`config.mk`:
```
export PLATFORM = sky130hd
export DESIGN_NAME = d96f_step
export DESIGN_NICKNAME = d
export VERILOG_FILES = /design/src/rtl/d96f_pkg.sv /design/src/rtl/d96f_step.sv
export SDC_FILE = /design/constraint.sdc
export NUM_CORES = 1
export LEC_CHECK = 0
export BUFFER_PORTS_ARGS = -buffer_cell sky130_fd_sc_hd__buf_2
export CAP_MARGIN = 20
export CORE_AREA = 3 3 169 171
export DETAILED_ROUTE_END_ITERATION = 7
export DIE_AREA = 0 0 172 174
export HOLD_SLACK_MARGIN = 0.15
export PLACE_DENSITY = 0.74
export SLEW_MARGIN = 20
export SYNTH_ARGS = -nofsm -noshare
export SYNTH_HDL_FRONTEND = slang
export SYNTH_SLANG_ARGS = --single-unit
```
`constraint.sdc`:
```
create_clock -name clock -period 5.63 [get_ports clock]
set_input_delay 0.8445 -clock clock [delete_from_list [all_inputs] [get_ports clock]]
set_output_delay 0.8445 -clock clock [all_outputs]
set_load 0.02 [all_outputs]
```
`src/rtl/d96f_pkg.sv`:
```
// ----------------------------------------------------------------------------
// d96f_pkg
// Shared constants, tables, stage record and helpers for the scaled decimal
// to single-precision converter.
// ----------------------------------------------------------------------------
package d96f_pkg;

   localparam int MAX_SCALE = 28;
   localparam int MANT_W    = 96;
   localparam int REM_W     = MANT_W + 1;
   localparam int SIG_W     = 25;
   localparam int LZ_W      = 7;
   localparam int EXP_W     = 10;
   localparam int SCL_W     = 5;
   localparam int TAB_N     = 32;
   localparam int STEP_N    = SIG_W - 1;
   localparam int EXP_BIAS  = 127;

   typedef logic [MANT_W-1:0] pow_tab_type [TAB_N];
   typedef logic [LZ_W-1:0]   shf_tab_type [TAB_N];

   // record carried through the division stages
   typedef struct packed {
      logic                    vld;
      logic                    neg;
      logic                    bad;
      logic                    zero;
      logic [SCL_W-1:0]        scl;
      logic signed [EXP_W-1:0] expo;
      logic [REM_W-1:0]        rem;
      logic [SIG_W-1:0]        sig;
   } stage_type;

   // powers of ten shifted left until bit 95 is set
   function automatic pow_tab_type make_pow_tab();
      pow_tab_type  tab;
      logic [127:0] v;
      int           msb;
      for (int s = 0; s < TAB_N; s++) begin
         v = 128'd1;
         for (int k = 0; k < s && k < MAX_SCALE; k++) v = v * 128'd10;
         msb = 0;
         for (int b = 0; b < 128; b++) if (v[b]) msb = b;
         tab[s] = MANT_W'(v << (MANT_W - 1 - msb));
      end
      return tab;
   endfunction

   // shift used to normalise each power of ten
   function automatic shf_tab_type make_shf_tab();
      shf_tab_type  tab;
      logic [127:0] v;
      int           msb;
      for (int s = 0; s < TAB_N; s++) begin
         v = 128'd1;
         for (int k = 0; k < s && k < MAX_SCALE; k++) v = v * 128'd10;
         msb = 0;
         for (int b = 0; b < 128; b++) if (v[b]) msb = b;
         tab[s] = LZ_W'(MANT_W - 1 - msb);
      end
      return tab;
   endfunction

   localparam pow_tab_type POW10_NORM  = make_pow_tab();
   localparam shf_tab_type POW10_SHIFT = make_shf_tab();

   // leading zeros of one 32-bit word, 32 when empty
   function automatic logic [5:0] lzc32(input logic [31:0] w);
      logic [5:0] n;
      n = 6'd32;
      for (int b = 0; b < 32; b++) if (w[b]) n = 6'(31 - b);
      return n;
   endfunction

endpackage

```
`src/rtl/d96f_step.sv`:
```
// ----------------------------------------------------------------------------
// d96f_step
// One restoring division stage: one quotient bit per register stage.
// ----------------------------------------------------------------------------
module d96f_step (
   input  logic                clock,
   input  logic                reset,
   input  logic                en,
   input  d96f_pkg::stage_type in_st,
   output d96f_pkg::stage_type out_st
);
   import d96f_pkg::*;

   stage_type        st_ff, st_in;
   logic [REM_W-1:0] r2, dv;

   // shift remainder, trial subtract
   always_comb begin
      st_in = in_st;
      r2    = {in_st.rem[REM_W-2:0], 1'b0};
      dv    = {1'b0, POW10_NORM[in_st.scl]};
      if (r2 >= dv) begin
         st_in.rem = r2 - dv;
         st_in.sig = {in_st.sig[SIG_W-2:0], 1'b1};
      end else begin
         st_in.rem = r2;
         st_in.sig = {in_st.sig[SIG_W-2:0], 1'b0};
      end
   end

   always_ff @(posedge clock) begin
      if (reset) begin
         st_ff.vld <= 1'b0;
      end else if (en) begin
         st_ff.vld <= st_in.vld;
      end
      if (en) begin
         st_ff.neg  <= st_in.neg;
         st_ff.bad  <= st_in.bad;
         st_ff.zero <= st_in.zero;
         st_ff.scl  <= st_in.scl;
         st_ff.expo <= st_in.expo;
         st_ff.rem  <= st_in.rem;
         st_ff.sig  <= st_in.sig;
      end
   end

   assign out_st = st_ff;

endmodule

```
==> results.py <==
metrics = {
    "cells_and_area": {
        "nNetsFinal": 1687,
        "largest_register_ffs": 140,
        "drive_gt1_share_pct": 30.3,
        "syn2layout_area_growth_pct": 25.4,
    },
    "critical_path": {
        "critPathLaunchType": "primary input",
        "crit_type": "in -> reg",
        "path_cells": "buf_2 > clkinv_1 > buf_4 > ha_1 > nand2_1 > nand2_1 > o211ai_1 > ha_1 > nand4_4 > nor2_1 > a2111oi_0 > buf_4 > or2_1 > o21ai_0 > o211ai_2 > a21oi_4 > nor2_4 > buf_4 > buf_12 > mux2_4",
        "path_buf_inv": 6,
        "crit_fanout": 10,
        "max_stage_delay_ns": 0.62,
        "arrival_ns": 5.06,
        "crit_slowest_cell": "a2111oi_0",
        "endpoint_kind": "flip-flop",
        "crit_family": "compound AO/OA/AOI/OAI gates",
        "cp_common_cell": "buf_4",
        "cp.required_ns": 5.81,
    },
    "yosys": {
        "ys_warn_count": 0,
        "synth_area_sq_um": 10900,
        "syn_area_per_cell_sq_um": 9.34,
        "syn_inst": 1166,
        "synth_top_cell_area_share_pct": 38.3,
        "yosysSeqAreaShare_pct": 38.5,
        "synth.distinct_cells": 75,
        "yosysTopAreaCell": "edfxtp_1",
        "ys.flop_type": "edfxtp_1",
        "synth.top_cells.by_area": "edfxtp_1 38%, ha_1 8.0%, mux2_4 6.5%, a21oi_1 5.7%, o21ai_0 4.1%",
        "ys_seq_elements": 140,
        "syn_nets": 1380,
        "async_flop_share_pct": 0,
        "synth-edff-count": 139,
    },
    "sta": {
        "clock_skew_ns": 0,
        "worst_slew_pin_slew_ns": 0.899,
        "setup_violations": 0,
        "fin_ws_ns": 0.752,
        "slew_headroom_pct": 40.1,
        "fin_crit_sh_pct": 86.6,
        "fin_setup_tns_ns": 0,
        "hold_ws_ns": 0.498,
        "fmax_mhz": 205,
        "rsz0062_at_grt": "no",
        "fin_crit_ns": 4.88,
        "maxSlewViolCount": 0,
        "finalHoldViolations": 0,
    },
    "floorplan": {
        "initial_core_util_pct": 40.3,
        "core-area_sq_um": 27000,
        "dieArea_sq_um": 29900,
        "rows": 60,
        "die_height_microns": 174,
        "die_width_microns": 172,
        "boundaryPins": 285,
    },
    "clock_network": {
        "clock_sinks": 140,
        "htree_levels": 4,
        "cts_hold_buf": 0,
        "numCtsBuffers": 17,
        "cts_tree": "done",
        "cts_resized": 0,
        "clockBufferDepth": 2,
        "clk_pin_slew_ns": 0.07,
        "clock_latency_ns": 0.44,
        "root_buffer": "clkbuf_16",
        "cts_setup_buffers": 0,
    },
    "status": {
        "status": "complete, no violations",
    },
    "power": {
        "powerDensity_nw_per_um2": 289,
        "leakagePower_nw": 5.78,
        "design_power_total_mw": 3.95,
        "ir_drop_v": 0.000181,
    },
    "global_route": {
        "grt_pass1_wl_mm": 56.9,
        "first_global_vias": 10200,
        "antenna_found_initial": 2,
        "globalRouteTotalUtil_pct": 24.5,
        "grt_max_degree": 96,
        "grt_overflow": 0,
    },
    "detailed_routing": {
        "drt_iter0_drc": 1049,
        "drtPass1Iterations": 5,
        "drc_errors": 0,
        "vias": 10500,
        "drt-total-wl_mm": 38.2,
        "antenna_left": 0,
        "wl_per_cell_microns": 20.9,
        "viasPerCell": 5.76,
    },
    "placed_design": {
        "place_ws_ns": 0.318,
        "portBuffers": 281,
        "dp_hpwl_mm": 29.9,
        "place.gp.congestion": 0.958,
    },
    "hold_path": {
        "hp-class": "reg -> reg",
    },
    "flow_run": {
        "maxCapViolCount": 0,
    },
}
==> through the flow <==
step	utilization [%]	instance area, sq um	instances
final	50.5	13700	1828
after global routing	50.5	13700	1827
after CTS	50.5	13700	1827
after detailed placement	48.4	13100	1795
after global placement	48.4	13100	1795
after floorplan	-	10900	1166
==> kinds of logic (layout without fill, tap and decap cells) <==
kind of cell,after synthesis,after routing,synth area share [%]
AOI/OAI and AO/OA,381,381,21.5
xor gates and xnor gates,60,60,4.83
adders and majority gates,70,70,8.04
buffers and inverters,103,423,3.98
DFF,140,140,38.5
muxes,58,58,7.54
other,1,2,0.0344
and+or+nand+nor,353,353,15.6
==> power breakdown <==
| part | internal, mW | total [mW] | switching [mW] |
|---|---|---|---|
| registers | 1.31 | 1.34 | 0.0331 |
| clock network | 0.628 | 1.16 | 0.530 |
| logic | 0.590 | 1.45 | 0.858 |
| total | 2.53 | 3.95 | 1.42 |
==> cell usage after synthesis, drive strengths merged, types with 26 or more instances <==
library cell and number:
ha 70, nor2 93, mux2 51, nand4 30, a21oi 126, clkbuf 55
nand3 26, edfxtp 139, o21ai 104, a21o 29, inv 34, xnor2 42
nand2 117
==> worst reg2reg max path, cell delays in order (launching register included) <==
cell     delay [ns]
dfxtp_1        0.31
mux2i_1        0.12
nor2_1         0.05
==> metal layers <==
layer  GRT usage (%)  vias up  share of wire (%)  wire (microns)
met1            29.9     4925                 40           15200
met4            8.45        2                3.0            1130
met2            43.3      548                 49           18800
li1                -     4996                  -               -
met3            3.93       67                7.8            2990
met5               0        -              0.026              10
==> cell usage in the layout (no fill, tap or decap), types with 11 or more instances in the layout <==
cell type and count:
clkbuf_16 17, buf_2 280, ha_1 70, o21ai_0 90
a211oi_1 15, o211ai_1 11, xnor2_1 42, buf_4 67
nand4_1 29, xor2_1 18, a21oi_1 125, nor2_1 92
inv_1 34, edfxtp_1 139, a21o_1 29, nand3_1 26
nand2_1 117, nor3_1 24, o21bai_1 13, mux2_4 47
o21ai_1 14
==> path summary, 6_finish.rpt <==
kind         depth (start not counted)         from          end  slack (ns)
max                                 20   in_st[132]  out_st[118]        0.75
max reg2reg                          2  out_st[140]  out_st[140]        5.05
min reg2reg                          2  out_st[140]  out_st[140]        0.50
min                                  2  out_st[140]  out_st[140]        0.50
==> cell type report <==
cell class | count | area (sq um)
diodes | 1 | 2.50
clock buffers | 18 | 429
clock inverters | 14 | 150
fillers | 2526 | 13400
inverters | 36 | 135
multi-input cells | 923 | 6260
flip-flops and latches | 140 | 4190
well taps | 341 | 427
repair buffers | 355 | 2060
No activity file was read; power rests on OpenSTA's default activity.
