===== config.mk =====
export PLATFORM = sky130hd
export DESIGN_NAME = d96f_pack
export DESIGN_NICKNAME = d
export VERILOG_FILES = /design/src/rtl/d96f_pkg.sv /design/src/rtl/d96f_pack.sv
export SDC_FILE = /design/constraint.sdc
export NUM_CORES = 1
export LEC_CHECK = 0
export BUFFER_PORTS_ARGS = -buffer_cell sky130_fd_sc_hd__buf_2
export CORE_MARGIN = 2
export CORE_UTILIZATION = 43
export DETAILED_ROUTE_END_ITERATION = 10
export PLACE_DENSITY = 0.95
export SLEW_MARGIN = 20
export SYNTH_ARGS = -nofsm -noshare
export SYNTH_HDL_FRONTEND = slang
export SYNTH_SLANG_ARGS = --single-unit

===== constraint.sdc =====
create_clock -name clock -period 6.3 [get_ports clock]
set_input_delay 0.315 -clock clock [delete_from_list [all_inputs] [get_ports clock]]
set_output_delay 0.315 -clock clock [all_outputs]
set_load 0.1 [all_outputs]

===== src/rtl/d96f_pkg.sv =====
// ----------------------------------------------------------------------------
// d96f_pkg
// Shared constants, tables, stage record and helpers for the scaled decimal
// to single-precision converter.
// ----------------------------------------------------------------------------
package d96f_pkg;

   localparam int MAX_SCALE = 28;
   localparam int MANT_W    = 96;
   localparam int REM_W     = MANT_W + 1;
   localparam int SIG_W     = 25;
   localparam int LZ_W      = 7;
   localparam int EXP_W     = 10;
   localparam int SCL_W     = 5;
   localparam int TAB_N     = 32;
   localparam int STEP_N    = SIG_W - 1;
   localparam int EXP_BIAS  = 127;

   typedef logic [MANT_W-1:0] pow_tab_type [TAB_N];
   typedef logic [LZ_W-1:0]   shf_tab_type [TAB_N];

   // record carried through the division stages
   typedef struct packed {
      logic                    vld;
      logic                    neg;
      logic                    bad;
      logic                    zero;
      logic [SCL_W-1:0]        scl;
      logic signed [EXP_W-1:0] expo;
      logic [REM_W-1:0]        rem;
      logic [SIG_W-1:0]        sig;
   } stage_type;

   // powers of ten shifted left until bit 95 is set
   function automatic pow_tab_type make_pow_tab();
      pow_tab_type  tab;
      logic [127:0] v;
      int           msb;
      for (int s = 0; s < TAB_N; s++) begin
         v = 128'd1;
         for (int k = 0; k < s && k < MAX_SCALE; k++) v = v * 128'd10;
         msb = 0;
         for (int b = 0; b < 128; b++) if (v[b]) msb = b;
         tab[s] = MANT_W'(v << (MANT_W - 1 - msb));
      end
      return tab;
   endfunction

   // shift used to normalise each power of ten
   function automatic shf_tab_type make_shf_tab();
      shf_tab_type  tab;
      logic [127:0] v;
      int           msb;
      for (int s = 0; s < TAB_N; s++) begin
         v = 128'd1;
         for (int k = 0; k < s && k < MAX_SCALE; k++) v = v * 128'd10;
         msb = 0;
         for (int b = 0; b < 128; b++) if (v[b]) msb = b;
         tab[s] = LZ_W'(MANT_W - 1 - msb);
      end
      return tab;
   endfunction

   localparam pow_tab_type POW10_NORM  = make_pow_tab();
   localparam shf_tab_type POW10_SHIFT = make_shf_tab();

   // leading zeros of one 32-bit word, 32 when empty
   function automatic logic [5:0] lzc32(input logic [31:0] w);
      logic [5:0] n;
      n = 6'd32;
      for (int b = 0; b < 32; b++) if (w[b]) n = 6'(31 - b);
      return n;
   endfunction

endpackage


===== src/rtl/d96f_pack.sv =====
// ----------------------------------------------------------------------------
// d96f_pack
// Round to nearest even, assemble the single-precision word, output register.
// ----------------------------------------------------------------------------
module d96f_pack (
   input  logic                clock,
   input  logic                reset,
   input  logic                en,
   input  d96f_pkg::stage_type in_st,
   output logic                out_vld,
   output logic [31:0]         float_bits,
   output logic                status
);
   import d96f_pkg::*;

   logic                    vld_ff, status_ff;
   logic [31:0]             bits_ff, bits_in;
   logic [SIG_W-1:0]        m25;
   logic                    rnd;
   logic [22:0]             frac;
   logic signed [EXP_W-1:0] expo, biased;

   // rounding and packing
   always_comb begin
      rnd = in_st.sig[0] && ((in_st.rem != '0) || in_st.sig[1]);
      m25 = {1'b0, in_st.sig[SIG_W-1:1]} + SIG_W'(rnd);
      if (m25[SIG_W-1]) begin
         frac = m25[23:1];
         expo = in_st.expo + EXP_W'(1);
      end else begin
         frac = m25[22:0];
         expo = in_st.expo;
      end
      biased = expo + EXP_W'(EXP_BIAS);
      if (in_st.bad || in_st.zero) begin
         bits_in = '0;
      end else begin
         bits_in = {in_st.neg, biased[7:0], frac};
      end
   end

   always_ff @(posedge clock) begin
      if (reset) begin
         vld_ff <= 1'b0;
      end else if (en) begin
         vld_ff <= in_st.vld;
      end
      if (en) begin
         bits_ff   <= bits_in;
         status_ff <= in_st.bad;
      end
   end

   assign out_vld    = vld_ff;
   assign float_bits = bits_ff;
   assign status     = status_ff;

endmodule


==> results by stage, run 1 <==
Clock tree:
- The total CTS buffers is 5.
- In this run the number of H-tree levels came out at 2.
- Hold repair after CTS inserted 0 buffers.
- The longest clock path from root to sink contains 2 buffers.
- The TritonCTS sink count is 34.
- After clock tree synthesis, the setup repair step added 0 buffers.
- The clock insertion delay at the later pin of the skew report is about 0.28 ns.
- TritonCTS built the clock tree.
- After clock tree synthesis, the clock-pin slew on the worst setup and hold paths is approximately 0.080 ns.
- The root cell of the clock tree is sky130_fd_sc_hd__clkbuf_8.
- The quantity of gates resized following cts is 0.

Floorplan:
- The starting density of the core is between 40% and 50%.
- The core region is ~5100 um^2.
- The number of ports placed on the die boundary is between 150 and 200.
- The die is a little under 80 um wide.
- The total number of placement rows is 26.
- The floorplan die height is approximately 77 um.
- The total die area is 5909 um^2.

Timing:
- The timing-limited maximum frequency is approximately 0.35 GHz.
- The final-report max-slew violation count is 0.
- The time the final worst path needs with I/O delays and setup is between 2 and 3 ns.
- The final setup TNS is 0 ns.
- At the pin with the least slew margin, the transition time is just under 0.8 ns.
- The final setup slack of the worst path is ~3.5 ns.
- The final hold violation count is 0.
- Setup violations remaining at the end of the flow were counted as 0.
- Setup repair after global routing left no endpoint under its margin.
- The relative slew slack is approximately half.
- Of the available clock period, the critical path in the final layout requires about 45%.
- The setup skew after layout is 0 ns.

Drt:
- The remaining antenna violation count is 0.
- The routed wirelength normalized by instance count is approximately 16 um.
- The detail-routed via count per cell is 5.441.
- For this block, the via count after detailed routing is ~2600.
- For this block, the routed nets add up to 7586 um of wire.
- For this run, the detailed router's first-pass iteration total came to 4.
- The remaining design rule violation count is 0.
- In this run, the number of DRC markers left after iteration 0 of detailed routing was roughly 110.

Power:
- The share of power burned in registers is approximately two fifths.
- VDD sags by at most 0.1053 mV.
- Internal power comes to about 0.0004 W.
- The analysis attributes to cell leakage a power of ~1.4 nW.
- For this design the total switching power over the nets is between 0.0002 and 0.0003 W.
- Combinational logic burns 34.7% of the power.
- For this design the ratio of total power to cell area is 203.1 nW/um^2.
- The post-layout total power is approximately 0.00067 W.
- The switching part of the total is roughly two fifths.
- Per report_power, the clock group accounts for between 20% and 30% of the total.

Critical path:
- The critical path arrival is 2.86 ns.
- In this run the register-to-register setup slack is between 5 and 6 ns.
- The worst-path maximum fanout is 16.
- The largest individual stage delay along the critical path comes from the cell sky130_fd_sc_hd__and3_1.
- Data on the critical path is required at its endpoint by ~6.3 ns.
- The sort of element at the end of the critical path is a flip-flop.
- Counting both buffers and inverters, the worst setup path holds a total of 1.
- The kind of cell with the highest combined delay on the critical path is simple AND/OR/NAND/NOR gates.
- The largest single stage delay on the critical path is 0.47 ns.
- The signal on the critical path passes through buf_2 > and2_1 > ha_1 > and4_1 > and3_1 > nand2_4 > xnor2_1 > ha_1 > nand3_1 > o211ai_1 > mux2i_1 > xnor2_1 > nor2_1.
- The worst setup path is of the primary input to flip-flop kind.
- STA classifies the critical path startpoint as a primary input.

Synthesis:
- The post-synthesis cell area is 2283 um^2.
- By area the synthesized netlist is led by sky130_fd_sc_hd__edfxtp_1 (43%), sky130_fd_sc_hd__nor4_1 (6.8%), sky130_fd_sc_hd__xor2_1 (5.4%).
- The number of nets in the synthesized netlist is between 300 and 400.
- The share of the synthesized area in the top cell type is a little over two fifths.
- The number of synthesized flops with an enable pin is 33.
- Counting distinct cell types in the post-synthesis netlist gives 41.
- Summing the sequential cell areas from Yosys gives between 40% and 50% of the chip area.
- The synthesized area divided by synthesized cell count is 9.842 um^2.
- For this run, asynchronously set or reset flops after synthesis account for 0%.
- By instance count, the leading cell after synthesis is sky130_fd_sc_hd__edfxtp_1.
- The count of yosys warnings during synthesis is 0.
- The number of storage elements in the synthesis netlist is 34.
- Counting instances in the post-synthesis netlist gives the leading cell types as sky130_fd_sc_hd__edfxtp_1 (33), sky130_fd_sc_hd__nor2_1 (28), sky130_fd_sc_hd__nor4_1 (25).
- Among all flip-flop cells after synthesis, the most frequent one is sky130_fd_sc_hd__edfxtp_1.
- The post-synthesis instance total is about 230.
- sky130_fd_sc_hd__edfxtp_1 takes more of the synthesized area than any other cell.

Run:
- The tool flagged a number of max-cap violations equal to 0.

Placement:
- After detailed placement, the total cell area comes to between 3000 and 4000 um^2.
- The count of input and output buffers is between 150 and 200.
- The congestion estimate from routability-driven global placement came to approximately 0.86.
- At the placement stage, the worst setup path has a slack of 3.203 ns.
- The cell count after placement is about 470.
- After legalization and detailed placement, the total HPWL measured roughly 6200 um.

Cells and area:
- The fraction of final layout cells with drive strength greater than 1 is 46.29%.
- The multi-input combinational cells in the finished layout cover a total of between 1000 and 1500 um^2.
- The filler cells instantiated in the layout total 424.
- Excluding fillers, the count of instances in the completed layout stands at about 470.
- The final antenna diode count is 0.
- The finished cells cover roughly 3300 um^2.
- From synthesis to final layout, the design area changed by 43.95%.
- For this run, the post-layout net count is 550.
- The register area is 1011 um^2.

Global route:
- The total congestion overflow after global routing is 0.
- The pin count of the biggest net entering global routing is 35.
- The overall routing resource usage is 24.87%.
- The initial antenna violation count was 1.
- The first global-routing pass estimated between 10000 and 15000 um of wire.
- The number of global-route vias before repair came to ~2500.
- For this run, global-route usage on met3 was measured as approximately 6.6%.
- The met1 usage in global routing is 29.38%.
- After global routing, the most crowded layer is met2.
- The global routing met2 resource utilization is between 40% and 50%.

Outcome:
- The flow ran to the end, and the final reports show no timing, DRC or antenna violations.

Hold path:
- In this run the worst hold path is classified as primary input to flip-flop.
==> state kept, by name, indices dropped and copies added (netlist names) <==
name and cells:
float_bits 32, status 1, out_vld 1
==> worst paths after layout <==
check,cells after the start,from,end
hold / removal,2,reset,out_vld
hold reg to reg,2,out_vld,out_vld
setup reg to reg,2,out_vld,out_vld
setup / recovery,13,in_st[1],float_bits[27]
==> power by group through the flow <==
stage | Combinational [W] | Clock (W) | Sequential, W
6_report | 0.000231 | 0.000167 | 0.000270
5_1_grt | 0.000242 | 0.000177 | 0.000271
4_1_cts | 0.000231 | 0.000167 | 0.000270
3_5_place_dp | 0.000231 | 0 | 0.000275
3_3_place_gp | 0.000225 | 0 | 0.000274
2_1_floorplan | 0.0000340 | 0 | 0.000395
==> kinds of logic after synthesis <==
logic type / after synthesis / synth area share, %
compound gates: 25 / 7.178
xor+xnor: 25 / 9.589
fa+ha+maj: 3 / 1.644
buf+inv: 8 / 1.479
flops: 34 / 44.27
mux: 8 / 3.562
simple gates: 129 / 32.27
==> worst reg2reg max path: stages (launching register included) <==
cell and delay [ns]:
sky130_fd_sc_hd__dfxtp_1 0.31, sky130_fd_sc_hd__mux2i_1 0.13, sky130_fd_sc_hd__nor2_1 0.06
==> placed cells by master, fill, tap and decap left out, types with 7 or more instances in the layout <==
| cell | synthesis | final |
|---|---|---|
| sky130_fd_sc_hd__a21oi_1 | 8 | 8 |
| sky130_fd_sc_hd__and3_1 | 10 | 10 |
| sky130_fd_sc_hd__buf_2 | 2 | 170 |
| sky130_fd_sc_hd__edfxtp_1 | 33 | 33 |
| sky130_fd_sc_hd__mux2i_1 | 7 | 7 |
| sky130_fd_sc_hd__nand2_1 | 13 | 13 |
| sky130_fd_sc_hd__nand3_1 | 13 | 13 |
| sky130_fd_sc_hd__nand4_1 | 13 | 13 |
| sky130_fd_sc_hd__nor2_1 | 28 | 28 |
| sky130_fd_sc_hd__nor4_1 | 25 | 25 |
| sky130_fd_sc_hd__xnor2_1 | 11 | 11 |
| sky130_fd_sc_hd__xor2_1 | 14 | 14 |
==> stage by stage <==
stage / util, % / hold slack [ns]
3_3_place_gp: 62.57 / 0.4715
6_report: 64.36 / 0.1829
4_1_cts: 64.36 / 0.1785
5_1_grt: 64.36 / 0.1859
3_5_place_dp: 62.57 / 0.4797
2_1_floorplan: - / 0.3874
==> layout make-up <==
class | count | share of cell area (%)
tap | 70 | 2.665
multi-input combinational | 190 | 37.69
sequential | 34 | 30.76
timing repair buffer | 170 | 25.89
clock buffer | 7 | 2.627
inverter | 2 | 0.2284
clock inverter | 1 | 0.1523
==> routing by layer <==
| metal | wire, um | vias to the layer above |
|---|---|---|
| met4 | 148 | 2 |
| met2 | 3805 | 123 |
| met1 | 2989 | 1198 |
| met3 | 628 | 14 |
| met5 | 13 | - |
| li1 | - | 1242 |
Power figures use the tool's default switching activity.
==> run 2, diff against run 1 <==
--- a/config.mk
+++ b/config.mk
@@ -5,11 +5,12 @@
 export SDC_FILE = /design/constraint.sdc
 export NUM_CORES = 1
 export LEC_CHECK = 0
+export ABC_AREA = 1
 export BUFFER_PORTS_ARGS = -buffer_cell sky130_fd_sc_hd__buf_2
 export CORE_MARGIN = 2
 export CORE_UTILIZATION = 43
 export DETAILED_ROUTE_END_ITERATION = 10
-export PLACE_DENSITY = 0.95
+export PLACE_DENSITY = 0.92
 export SLEW_MARGIN = 20
 export SYNTH_ARGS = -nofsm -noshare
 export SYNTH_HDL_FRONTEND = slang
==> constraint.sdc (replaced) <==
create_clock -name clock -period 2.7 [get_ports clock]
set_input_delay 0.135 -clock clock [delete_from_list [all_inputs] [get_ports clock]]
set_output_delay 0.135 -clock clock [all_outputs]
set_load 0.1 [all_outputs]
==> run 2 against run 1 <==
Net effect:
- count of clock-buffer cells in the layout is 1 lower
- final area is 12% higher
- area after synthesis is 16% higher
- setup slack worse by 2.8 ns
- final cell count is 27% higher
- sequential share of layout area is 3.2 points lower
- flip-flop and latch count stayed put
- non-clock buffer count is 1 higher
- via count is 16% higher
- critical path type unchanged
- critical endpoint is now float_bits[29]
- largest cell class unchanged
- largest power group unchanged
==> results by stage, run 2 <==
Timing:
- The worst hold slack came to 0.002544 ns (was 0.1829 ns).
- The worst path uses 75.52% of the clock period.
- The final hold violation count is 0 (unchanged).
- The setup skew after layout is 0 ns (unchanged).
- The final count of negative-setup-slack endpoints is 0 (unchanged).
- The final setup TNS is 0 ns (unchanged).
- Static timing analysis puts the maximum clock frequency at a little under 0.5 GHz.
- The final-report max-slew violation count came to 0 (unchanged).
- For the finished layout, the period the worst path requires is 2.039 ns.
- The relative slew slack is 50.26% (was 48.47%).
- The actual transition at the worst max-transition pin is 0.7460 ns (was 0.7729 ns).
- Unrepaired setup endpoints after global routing: false (unchanged).

Global route:
- The pin count of the biggest net entering global routing is 35 (unchanged).
- The number of global-route vias before repair is 3035 (was 2516).
- The met1 usage in global routing came to 28.96% (was 29.38%).
- The total congestion overflow after global routing was 0 (unchanged).
- The busiest layer in global routing was met2 (unchanged).
- The first-pass GRT wire length is 13440 um (was 11500 um).
- The global routing met2 resource utilization is 45.89% (was 43.42%).
- The met3 global-route usage is 5.326% (was 6.588%).
- The initial antenna violation count came to 0 (was 1).
- The overall routing resource usage is 25.73% (was 24.87%).

Drt:
- The remaining design rule violation count is 0 (unchanged).
- The detailed router's first-iteration violation count is 257 (was 105).
- The detail-routed via count per cell came to 4.947 (was 5.441).
- The wire length reported by the detailed router is 8195 um (was 7586 um).
- The number of search-and-repair iterations in the first detailed-routing pass came to 4 (unchanged).
- The routed wirelength normalized by instance count came to 13.59 um (was 16.00 um).
- The remaining antenna violation count is 0 (unchanged).
- The total via count after detailed routing was 2983 (was 2579).

Critical path:
- The required time of the critical path came to 2.74 ns (was 6.34 ns).
- The critical path arrival is 2.08 ns (was 2.86 ns).
- The launching element type of the critical path was a primary input (unchanged).
- The worst-path maximum fanout came to 6 (was 16).
- The register-to-register setup slack was 2.11 ns (was 5.70 ns).
- The sort of element at the end of the critical path is a flip-flop (unchanged).
- The critical setup path kind is primary input to flip-flop (unchanged).

Cells and area:
- The final cell count without fillers is 603 (was 474).
- The number of nets in the finished design is 674 (was 550).
- The flip-flop count of the largest register after layout is 32 (unchanged).
- The final antenna diode count came to 0 (unchanged).
- The utilization after layout is 61.58% (was 64.36%).
- Most frequent cells in the layout: sky130_fd_sc_hd__buf_2 (170), sky130_fd_sc_hd__nor2_1 (84), sky130_fd_sc_hd__nand2_1 (69) (was sky130_fd_sc_hd__buf_2 (170), sky130_fd_sc_hd__edfxtp_1 (33), sky130_fd_sc_hd__nor2_1 (28)).
- The commonest non-fill, non-tap cell in the layout is sky130_fd_sc_hd__buf_2 (unchanged).
- The synthesis-to-finish area growth was 38.32% (was 43.95%).
- The cell area after layout came to 3667 um^2 (was 3287 um^2).
- The fraction of final layout cells with drive strength greater than 1 is 40.72% (was 46.29%).

Clock tree:
- The clock-pin slew on the worst setup and hold paths is 0.07 ns (was 0.08 ns).
- The total setup buffers inserted after CTS is 0 (unchanged).
- The CTS tree is built (unchanged).
- The TritonCTS sink count is 34 (unchanged).
- The clock insertion delay at the later pin of the skew report is 0.28 ns (about the same).
- The number of buffers inserted by hold repair at cts is 0 (unchanged).
- The count of H-tree levels built during CTS is 2 (unchanged).
- The total CTS buffers is 5 (unchanged).
- The maximum clock insertion buffer count was 2 (unchanged).
- The quantity of gates resized following cts is 0 (unchanged).
- The root cell of the clock tree was sky130_fd_sc_hd__clkbuf_8 (unchanged).

Synthesis:
- The library cell with the largest summed area after synthesis is sky130_fd_sc_hd__edfxtp_1 (unchanged).
- Commonest cells in the synthesized netlist: sky130_fd_sc_hd__nor2_1 (84), sky130_fd_sc_hd__nand2_1 (69), sky130_fd_sc_hd__edfxtp_1 (33) (was sky130_fd_sc_hd__edfxtp_1 (33), sky130_fd_sc_hd__nor2_1 (28), sky130_fd_sc_hd__nor4_1 (25)).
- The number of distinct library cell variants in the gate-level netlist after synthesis came to 28 (was 41).
- The number of synthesized flops with an enable pin is 33 (unchanged).
- The share of the synthesized area in the top cell type is 37.38% (was 43.40%).
- The post-synthesis instance total is 352 (was 232).
- Leading post-synthesis cells by cell area: sky130_fd_sc_hd__edfxtp_1 (37%), sky130_fd_sc_hd__nor2_1 (12%), sky130_fd_sc_hd__nand2_1 (9.8%) (was sky130_fd_sc_hd__edfxtp_1 (43%), sky130_fd_sc_hd__nor4_1 (6.8%), sky130_fd_sc_hd__xor2_1 (5.4%)).
- The post-synth net total is 499 (was 379).
- The sequential element share of the synthesized area came to 38.13% (was 44.27%).
- The number of storage elements in the synthesis netlist is 34 (unchanged).
- The count of yosys warnings during synthesis was 0 (unchanged).
- The post-synthesis cell area is 2651 um^2 (was 2283 um^2).
- The leading register cell type out of synthesis is sky130_fd_sc_hd__edfxtp_1 (unchanged).
- The proportion of register bits with asynchronous set or reset after synthesis is 0% (unchanged).
- The synthesized area divided by synthesized cell count was 7.532 um^2 (was 9.842 um^2).
- The most common cell in the synthesized netlist was sky130_fd_sc_hd__nor2_1 (was sky130_fd_sc_hd__edfxtp_1).

Placement:
- The cell count after placement is 595 (was 466).
- The placed wire-length estimate is 6725 um (was 6188 um).
- The placed standard-cell area is 3585 um^2 (was 3196 um^2).
- The routability congestion estimate from global placement is 0.9702 (was 0.8595).
- The count of input and output buffers is 170 (unchanged).

Floorplan:
- The total die area came to 6810 um^2 (was 5909 um^2).
- The starting density of the core was 44.52% (was 44.71%).
- The placeable core region is 5956 um^2 (was 5107 um^2).
- The number of ports placed on the die boundary was 178 (unchanged).
- The total number of placement rows is 28 (was 26).
- The width of the die came to 82.52 um (was 76.87 um).
- The floorplan die height came to 82.52 um (was 76.87 um).

Outcome:
- Result of the run: completed (unchanged).

Power:
- The static leakage power was 1.857 nW (was 1.438 nW).
- The worst-case vdd ir drop came to 0.3464 mV (was 0.1053 mV).
- The internal power is 0.0009445 W (was 0.0004120 W).
- The power share of the combinational group is 36.9% (was 34.7%).
- The power per cell area is 430.3 nW/um^2 (was 203.1 nW/um^2).
- The switching part of the total is 40.15% (was 38.30%).
- The share of power burned in registers came to 39.8% (was 40.4%).
- The clock group share of total power was 23.3% (was 25.0%).
- The net load switching power is 0.0006336 W (was 0.0002557 W).

Hold path:
- The classification of the worst-slack hold path is primary input to flip-flop (unchanged).

Run:
- The number of max-cap violations came to 0 (unchanged).
## run 2: cell count changes after synthesis, moves of 9 or more
cell / delta
sky130_fd_sc_hd__and3_1: -10
sky130_fd_sc_hd__inv_1: +24
sky130_fd_sc_hd__nand2_1: +56
sky130_fd_sc_hd__nand2_2: +9
sky130_fd_sc_hd__nor2_1: +56
sky130_fd_sc_hd__nor4_1: -24
## run 2: critical path: stages
cell	delay [ns]
sky130_fd_sc_hd__buf_2	0.10
sky130_fd_sc_hd__nand2_1	0.06
sky130_fd_sc_hd__inv_1	0.10
sky130_fd_sc_hd__ha_1	0.19
sky130_fd_sc_hd__nand2_1	0.09
sky130_fd_sc_hd__nor2_4	0.15
sky130_fd_sc_hd__nand2_4	0.10
sky130_fd_sc_hd__nor2_8	0.14
sky130_fd_sc_hd__nand3_2	0.15
sky130_fd_sc_hd__nand2_1	0.11
sky130_fd_sc_hd__nand2_1	0.09
sky130_fd_sc_hd__ha_1	0.24
sky130_fd_sc_hd__nand2_2	0.13
sky130_fd_sc_hd__nor2_4	0.06
sky130_fd_sc_hd__a21oi_1	0.17
sky130_fd_sc_hd__nor2_1	0.07
## run 2: metrics by stage
stage          total power, W  worst slack, ns
3_5_place_dp         0.001217           0.4360
2_1_floorplan        0.001031           0.8183
6_report             0.001578           0.6609
5_1_grt              0.001637           0.4239
4_1_cts              0.001576           0.6981
3_3_place_gp         0.001205           0.5179
## run 2: worst paths after layout
| kind | start | endpoint | depth (start not counted) |
|---|---|---|---|
| hold reg to reg | out_vld | out_vld | 2 |
| setup / recovery | in_st[0] | float_bits[29] | 16 |
| hold / removal | reset | out_vld | 2 |
| setup reg to reg | out_vld | out_vld | 2 |
## run 2: layer usage
metal | routed length [um] | part of all wire (%) | vias up
met1 | 3094 | 38 | 1305
met2 | 4221 | 52 | 158
met5 | 0 | 0 | -
met4 | 226 | 2.8 | 0
li1 | - | - | 1498
met3 | 654 | 8.0 | 22
## run 2: cell families after synthesis
| kind of cell | synth area share, % |
|---|---|
| fa+ha+maj | 1.416 |
| mux | 0.3776 |
| compound gates | 3.964 |
| flops | 38.13 |
| xor+xnor | 8.259 |
| buf+inv | 5.946 |
| simple gates | 41.91 |
## run 2: power by group through the flow
stage	sequential (W)	combinational [W]	clock, W
global route	0.000632	0.000621	0.000384
finish	0.000628	0.000582	0.000368
detailed placement	0.000640	0.000577	0
CTS	0.000629	0.000580	0.000366
floorplan	0.000919	0.000112	0
global placement	0.000638	0.000567	0
## run 2: final cells by class
type	count	area (um^2)
Inverter	37	138.9
Multi-Input combinational cell	278	1483
Timing Repair Buffer	171	858.3
Tap cell	75	93.84
Clock inverter	2	10.01
Fill cell	536	2288
Clock buffer	6	72.57
Sequential cell	34	1011
